File: config.mk
export PLATFORM = sky130hd
export DESIGN_NAME = sector_pattern_gen_check
export DESIGN_NICKNAME = d
export VERILOG_FILES = /design/src/rtl/core/spgc_pkg.sv /design/src/rtl/core/spgc_bcd_pipe.sv /design/src/rtl/core/sector_pattern_gen_check.sv
export SDC_FILE = /design/constraint.sdc
export NUM_CORES = 2
export LEC_CHECK = 0
export ABC_CLOCK_PERIOD_IN_PS = 13800
export BUFFER_PORTS_ARGS = -buffer_cell sky130_fd_sc_hd__buf_2
export CORE_UTILIZATION = 40
export CTS_CLUSTER_SIZE = 14
export DETAILED_ROUTE_END_ITERATION = 12
export GPL_TIMING_DRIVEN = 0
export PLACE_DENSITY = 0.54
export SLEW_MARGIN = 20
export SYNTH_ARGS = -nofsm -noshare
export SYNTH_HDL_FRONTEND = slang
export SYNTH_SLANG_ARGS = --single-unit
File: constraint.sdc
create_clock -name clk -period 13.8 [get_ports clk]
set_input_delay 1.38 -clock clk [delete_from_list [all_inputs] [get_ports clk]]
set_output_delay 1.38 -clock clk [all_outputs]
set_load 0.02 [all_outputs]
File: src/rtl/core/spgc_pkg.sv
// ----------------------------------------------------------------------------
// spgc_pkg
// Shared constants and helper functions for the sector pattern generator and
// checker.
// ----------------------------------------------------------------------------
`default_nettype none

package spgc_pkg;

    localparam int SECTOR_BYTES = 512;
    localparam int POS_W        = $clog2(SECTOR_BYTES);
    localparam int ADDR_W       = 32;
    localparam int BCD_DIGITS   = 10;
    localparam int BCD_W        = 4 * BCD_DIGITS;
    localparam int PASS_W       = 16;
    localparam int STEP_BITS    = 8;
    localparam int SHIFT_AMT    = 3;

    localparam logic [POS_W-1:0] POS_FIRST     = POS_W'(0);
    localparam logic [POS_W-1:0] POS_SHIFT_LO  = POS_W'(8);
    localparam logic [POS_W-1:0] POS_PASS_HI   = POS_W'(16);
    localparam logic [POS_W-1:0] POS_PASS_LO   = POS_W'(17);
    localparam logic [POS_W-1:0] POS_SEED      = POS_W'(18);
    localparam logic [POS_W-1:0] POS_RUN_END   = POS_W'(495);
    localparam logic [POS_W-1:0] POS_TAIL_SHFT = POS_W'(496);
    localparam logic [POS_W-1:0] POS_TAIL_ADDR = POS_W'(504);
    localparam logic [POS_W-1:0] POS_LAST      = POS_W'(SECTOR_BYTES - 1);

    // Eight double-dabble steps: adjust every digit, then shift in one bit.
    function automatic logic [BCD_W-1:0] dabble8(input logic [BCD_W-1:0] bcd_in,
                                                  input logic [STEP_BITS-1:0] bits);
        logic [BCD_W-1:0] acc;
        acc = bcd_in;
        for (int s = 0; s < STEP_BITS; s++)
        begin
            for (int d = 0; d < BCD_DIGITS; d++)
            begin
                if (acc[4*d +: 4] >= 4'd5)
                begin
                    acc[4*d +: 4] = acc[4*d +: 4] + 4'd3;
                end
            end
            acc = {acc[BCD_W-2:0], bits[STEP_BITS-1-s]};
        end
        return acc;
    endfunction

    // Byte k of the big-endian eight-byte view of a digit word.
    function automatic logic [7:0] digit_byte(input logic [BCD_W-1:0] digits,
                                              input logic [2:0] k);
        logic [63:0] word;
        logic [2:0]  idx;
        word = {{(64 - BCD_W){1'b0}}, digits};
        idx  = 3'd7 - k;
        return word[{idx, 3'b000} +: 8];
    endfunction

endpackage

`default_nettype wire

File: src/rtl/core/spgc_bcd_pipe.sv
// ----------------------------------------------------------------------------
// spgc_bcd_pipe
// Four-stage double-dabble converter from a 32-bit binary value to ten BCD
// digits; the result loads once the start token reaches the last stage.
// ----------------------------------------------------------------------------
`default_nettype none

module spgc_bcd_pipe
    import spgc_pkg::*;
(
    input  wire                     clk,
    input  wire                     rst_n,
    input  wire                     start,
    input  wire  [ADDR_W-1:0]       value,
    output logic [BCD_W-1:0]        digits
);

    localparam int STAGES = ADDR_W / STEP_BITS - 1;
    localparam int REM_W  = ADDR_W - STEP_BITS;

    logic [BCD_W-1:0] bcd_reg  [STAGES];
    logic [BCD_W-1:0] bcd_next [STAGES];
    logic [REM_W-1:0] rem_reg  [STAGES];
    logic [REM_W-1:0] rem_next [STAGES];
    logic [STAGES-1:0] tok_reg;
    logic [STAGES-1:0] tok_next;
    logic [BCD_W-1:0] digits_reg;
    logic [BCD_W-1:0] digits_next;

    always_comb
    begin
        bcd_next[0] = dabble8({BCD_W{1'b0}}, value[ADDR_W-1 -: STEP_BITS]);
        rem_next[0] = value[REM_W-1:0];
        tok_next[0] = start;
        for (int i = 1; i < STAGES; i++)
        begin
            bcd_next[i] = dabble8(bcd_reg[i-1], rem_reg[i-1][REM_W-1 -: STEP_BITS]);
            rem_next[i] = {rem_reg[i-1][REM_W-STEP_BITS-1:0], {STEP_BITS{1'b0}}};
            tok_next[i] = tok_reg[i-1];
        end
        digits_next = digits_reg;
        if (tok_reg[STAGES-1])
        begin
            digits_next = dabble8(bcd_reg[STAGES-1],
                                  rem_reg[STAGES-1][REM_W-1 -: STEP_BITS]);
        end
    end

    always_ff @(posedge clk or negedge rst_n)
    begin
        if (!rst_n)
        begin
            tok_reg    <= '0;
            digits_reg <= '0;
        end
        else
        begin
            tok_reg    <= tok_next;
            digits_reg <= digits_next;
        end
    end

    always_ff @(posedge clk)
    begin
        for (int i = 0; i < STAGES; i++)
        begin
            bcd_reg[i] <= bcd_next[i];
            rem_reg[i] <= rem_next[i];
        end
    end

    assign digits = digits_reg;

endmodule

`default_nettype wire

File: src/rtl/core/sector_pattern_gen_check.sv
// ----------------------------------------------------------------------------
// sector_pattern_gen_check
// Streams the 512-byte sector test pattern one byte per item and checks
// read-back bytes against it, keeping a per-sector verdict.
// ----------------------------------------------------------------------------
// Accepted items pass through an input register and an output register.
// Throughput: one item per cycle unless m_tready is low; single compare stage.
// The address digits come from a four-stage BCD pipeline started by the
// first byte of a sector; they are ready before the fourth byte needs them.
// Reset clears the byte position, the verdict, the pass number and all
// valid flags.
`default_nettype none

module sector_pattern_gen_check
    import spgc_pkg::*;
(
    input  wire                 clk,
    input  wire                 rst_n,
    input  wire                 cfg_valid,
    output logic                cfg_ready,
    input  wire  [PASS_W-1:0]   cfg_data,
    input  wire                 s_tvalid,
    output logic                s_tready,
    input  wire  [39:0]         s_tdata,   // block_address[31:0], data_byte[39:32]
    input  wire  [0:0]          s_tuser,   // action[0]
    output logic                m_tvalid,
    input  wire                 m_tready,
    output logic [15:0]         m_tdata,   // expected_byte[7:0], byte_mismatch[8],
                                           // sector_ok[9], zero[15:10]
    output logic                m_tlast
);

    localparam int LO_ADDR_W = STEP_BITS + SHIFT_AMT;

    logic [PASS_W-1:0]    pass_reg;
    logic [POS_W-1:0]     pos_reg;
    logic                 in_valid_reg;
    logic                 in_action_reg;
    logic [7:0]           in_data_reg;
    logic [LO_ADDR_W-1:0] in_addr_reg;
    logic [POS_W-1:0]     in_pos_reg;
    logic [7:0]           running_reg;
    logic [7:0]           running_next;
    logic                 mseen_reg;
    logic                 mseen_next;
    logic                 out_valid_reg;
    logic [7:0]           out_byte_reg;
    logic                 out_mis_reg;
    logic                 out_last_reg;
    logic                 out_ok_reg;

    logic                 s_accept;
    logic                 advance;
    logic                 start;
    logic [BCD_W-1:0]     addr_digits;
    logic [BCD_W-1:0]     shft_digits;
    logic [7:0]           base_run;
    logic                 base_seen;
    logic [7:0]           exp_byte;
    logic                 mis;
    logic                 last;
    logic                 ok;

    assign cfg_ready = 1'b1;
    assign advance   = in_valid_reg && (!out_valid_reg || m_tready);
    assign s_tready  = !in_valid_reg || advance;
    assign s_accept  = s_tvalid && s_tready;
    assign start     = s_accept && (pos_reg == POS_FIRST);

    spgc_bcd_pipe u_addr_bcd
    (
        .clk    (clk),
        .rst_n  (rst_n),
        .start  (start),
        .value  (s_tdata[ADDR_W-1:0]),
        .digits (addr_digits)
    );

    spgc_bcd_pipe u_shft_bcd
    (
        .clk    (clk),
        .rst_n  (rst_n),
        .start  (start),
        .value  ({{SHIFT_AMT{1'b0}}, s_tdata[ADDR_W-1:SHIFT_AMT]}),
        .digits (shft_digits)
    );

    always_comb
    begin
        if (in_pos_reg == POS_FIRST)
        begin
            base_run  = in_addr_reg[7:0] + in_addr_reg[LO_ADDR_W-1:SHIFT_AMT];
            base_seen = 1'b0;
        end
        else
        begin
            base_run  = running_reg;
            base_seen = mseen_reg;
        end

        running_next = base_run;
        if (in_pos_reg < POS_SHIFT_LO)
        begin
            exp_byte = digit_byte(addr_digits, in_pos_reg[2:0]);
        end
        else if (in_pos_reg < POS_PASS_HI)
        begin
            exp_byte = digit_byte(shft_digits, in_pos_reg[2:0]);
        end
        else if (in_pos_reg == POS_PASS_HI)
        begin
            exp_byte = pass_reg[15:8];
        end
        else if (in_pos_reg == POS_PASS_LO)
        begin
            exp_byte = pass_reg[7:0];
        end
        else if (in_pos_reg == POS_SEED)
        begin
            exp_byte     = base_run + pass_reg[7:0];
            running_next = exp_byte;
        end
        else if (in_pos_reg <= POS_RUN_END)
        begin
            exp_byte     = base_run + 8'd1;
            running_next = exp_byte;
        end
        else if (in_pos_reg < POS_TAIL_ADDR)
        begin
            exp_byte = digit_byte(shft_digits, in_pos_reg[2:0]);
        end
        else
        begin
            exp_byte = digit_byte(addr_digits, in_pos_reg[2:0]);
        end

        mis        = in_action_reg && (in_data_reg != exp_byte);
        last       = (in_pos_reg == POS_LAST);
        ok         = last && !(base_seen || mis);
        mseen_next = base_seen || mis;
    end

    always_ff @(posedge clk or negedge rst_n)
    begin
        if (!rst_n)
        begin
            pass_reg      <= '0;
            pos_reg       <= '0;
            in_valid_reg  <= 1'b0;
            running_reg   <= '0;
            mseen_reg     <= 1'b0;
            out_valid_reg <= 1'b0;
        end
        else
        begin
            if (cfg_valid && cfg_ready)
            begin
                pass_reg <= cfg_data;
            end
            if (s_accept)
            begin
                pos_reg      <= pos_reg + POS_W'(1);
                in_valid_reg <= 1'b1;
            end
            else if (advance)
            begin
                in_valid_reg <= 1'b0;
            end
            if (advance)
            begin
                running_reg   <= running_next;
                mseen_reg     <= mseen_next;
                out_valid_reg <= 1'b1;
            end
            else if (m_tready)
            begin
                out_valid_reg <= 1'b0;
            end
        end
    end

    always_ff @(posedge clk)
    begin
        if (s_accept)
        begin
            in_action_reg <= s_tuser[0];
            in_data_reg   <= s_tdata[39:32];
            in_addr_reg   <= s_tdata[LO_ADDR_W-1:0];
            in_pos_reg    <= pos_reg;
        end
        if (advance)
        begin
            out_byte_reg <= exp_byte;
            out_mis_reg  <= mis;
            out_last_reg <= last;
            out_ok_reg   <= ok;
        end
    end

    assign m_tvalid = out_valid_reg;
    assign m_tdata  = {6'd0, out_ok_reg, out_mis_reg, out_byte_reg};
    assign m_tlast  = out_last_reg;

endmodule

`default_nettype wire
==> flow_metrics.py <==
metrics = {
    "clock_tree": {
        "cts_tree": "built",
        "cts-root-buf": "clkbuf_16",
        "cts_sinks": 323,
        "cts_hold_buf": 0,
        "cts_max_path_buffers": 3,
        "cts-resized-gates": 0,
        "clock_latency_ns": 0.63,
        "clkTransAtPathRegs_ns": 0.07,
        "cts_htree_levels": 2,
        "cts_buffers": 45,
        "post_cts_buffers": 0,
    },
    "route": {
        "detailedRoute.firstIterationViolations": 3127,
        "drt_wl_total_um": 120900,
        "wl_per_cell_um": 15.46,
        "vias": 45630,
        "viasPerCell": 5.836,
        "antenna_left": 0,
        "dr.pass1.iters": 6,
        "drc_errors": 0,
    },
    "worst_setup_path": {
        "cpPeakStageDelay_ns": 0.51,
        "crit_arrival_ns": 8.56,
        "reg2reg_depth": 30,
        "cp-endpoint": "u_addr_bcd.digits[18]$_DFFE_PN0P_",
        "crit_top_cell": "ha_1",
        "r2r-end": "u_addr_bcd.digits[18]$_DFFE_PN0P_",
        "cpMaxStageDelayCell": "xnor2_1",
        "required_ns": 14.29,
        "endpoint_kind": "register",
        "startpoint_type": "register",
        "startpoint": "u_shft_bcd.rem_reg[0][69]$_DFF_P_",
        "timing.rr.start": "u_shft_bcd.rem_reg[0][69]$_DFF_P_",
        "r2r_setup_slack_ns": 5.73,
        "critPathMaxFanout": 10,
        "critPathKind": "register to register",
    },
    "sta": {
        "min_period_over_period_pct": 58.49,
        "finalHoldViolations": 0,
        "rsz0062_at_grt": "no",
        "slew_viol_final": 0,
        "fin_skew_ns": 0.04517,
        "worstMarginPinSlew_ns": 1.134,
        "max_freq_mhz": 123.9,
        "relSlewSlack_pct": 24.40,
        "setup_tns_ns": 0,
        "timing.final.crit_period_ns": 8.072,
        "finalSetupViolations": 0,
    },
    "place": {
        "hpwlAfterDp_um": 94270,
        "place_congestion": 0.8603,
        "io_buffers": 73,
    },
    "die": {
        "start_util_pct": 40.39,
        "rows": 123,
        "die_h_um": 339.0,
        "core-area_um2": 112500,
        "die_area_um2": 114900,
        "io_pins": 82,
        "die_width_um": 339.0,
    },
    "grt": {
        "gr-usage-all-layers_pct": 20.18,
        "first_global_vias": 41190,
        "grt.overflow.total": 0,
        "grt_max_degree": 68,
        "grt_first_pass_wirelength_um": 201800,
        "antenna_found_initial": 2,
    },
    "cells_and_area": {
        "largest_register_ff_count": 59,
        "area_growth_syn_to_layout_pct": 8.617,
        "nets": 6609,
        "mostFrequentLayoutCells": "522 x nor2_1, 518 x nand2_1, 462 x a21oi_1",
        "mostFrequentLayoutCell": "nor2_1",
        "drive_gt1_share_pct": 9.625,
    },
    "yosys": {
        "yosysWarnings": 0,
        "ys_top_cells_by_area": "dfxtp_1 7.3%, ha_1 7.3%, dfrtp_1 6.4%, a21oi_1 5.1%, o21ai_0 4.8%",
        "synth_flop_cell": "dfxtp_1",
        "synth_area_per_cell_um2": 7.384,
        "synth_edf_count": 40,
        "synth_top_area_share_pct": 7.314,
        "synthArstFlopShare_pct": 36.22,
        "netlist_area_um2": 45430,
        "ys_types": 144,
        "seq_area_frac_synth_pct": 16.40,
        "ys_ff_latch": 323,
        "yosysTopAreaCell": "dfxtp_1",
        "postSynthCellCount": 6153,
    },
    "job": {
        "max_cap_violations": 0,
    },
    "status": {
        "outcome": "finished clean",
    },
    "worst_hold_path": {
        "min_path_type": "register to register",
        "hold_depth": 0,
    },
}
## how the worst min path moves through the flow
stage,startpoint,endpoint
floorplan,u_addr_bcd.rem_reg[0][0]$_DFF_P_,u_addr_bcd.rem_reg[0][32]$_DFF_P_
global placement,u_shft_bcd.rem_reg[0][36]$_DFF_P_,u_shft_bcd.rem_reg[0][68]$_DFF_P_
detailed placement,u_addr_bcd.rem_reg[0][32]$_DFF_P_,u_addr_bcd.rem_reg[0][64]$_DFF_P_
CTS,u_addr_bcd.rem_reg[0][1]$_DFF_P_,u_addr_bcd.rem_reg[0][33]$_DFF_P_
global route,u_addr_bcd.rem_reg[0][1]$_DFF_P_,u_addr_bcd.rem_reg[0][33]$_DFF_P_
finish,u_shft_bcd.rem_reg[0][32]$_DFF_P_,u_shft_bcd.rem_reg[0][64]$_DFF_P_
## through the flow
stage | utilization [%] | worst slack, ns | std cells | hold slack (ns) | area (µm²)
after floorplan | - | 6.860 | 6158 | 0.3096 | 45450
after global placement | 42.40 | 5.885 | 7731 | 0.3108 | 47700
after detailed placement | 42.46 | 5.780 | 7734 | 0.3121 | 47770
after CTS | 43.86 | 5.727 | 7817 | 0.3152 | 49340
after global routing | 43.86 | 4.994 | 7817 | 0.3258 | 49350
final | 43.87 | 5.728 | 7818 | 0.3216 | 49350
## metal layers
metal	track usage (%)	share of wire [%]	vias to the layer above
li1	-	-	23440
met1	29.13	51	21290
met2	32.56	44	803
met3	2.120	3.9	94
met4	3.413	1.3	0
met5	0	0	-
## worst max-delay path: cells and delay by family (launching register included)
family | cells | cell delay [ns]
fa+ha+maj | 4 | 1.14
compound gates | 12 | 3.23
xor+xnor | 1 | 0.51
simple gates | 7 | 1.69
buf+inv | 6 | 0.99
flops | 1 | 0.35
## cells by family after synthesis
| kind of cell | Yosys count | synth area share [%] |
|---|---|---|
| compound gates | 2359 | 36.24 |
| xor+xnor | 238 | 4.921 |
| fa+ha+maj | 274 | 7.535 |
| buf+inv | 650 | 5.654 |
| flops | 323 | 16.40 |
| mux | 310 | 7.747 |
| other cells | 2 | 0.01653 |
| simple gates | 1997 | 21.49 |
## cells in the mapped netlist, drive strengths merged, types with 112 or more instances
cell type  number
dfxtp         166
a211oi        137
nand2b        113
nor3          184
mux2          126
xnor2         167
a21oi         476
nor2          523
inv           413
a31oi         112
mux2i         167
o21ai         522
dfrtp         117
o211ai        126
ha            264
nand3         149
nand2         521
clkbuf        171
## layout make-up
cell class                 count  area, µm²
sequential                   323       7452
buffer                       232      998.5
multi-input combinational   5185      35450
inverter                     418       1572
antenna                        1      2.502
tap                         1500       1877
fill                       11450      63150
clock inverter                31      400.4
timing repair buffer          76      429.2
clock buffer                  52       1172
Power is left out: the tool's default activity adds up to more than one toggle a clock period on the data nets, which glitch-free logic cannot reach.
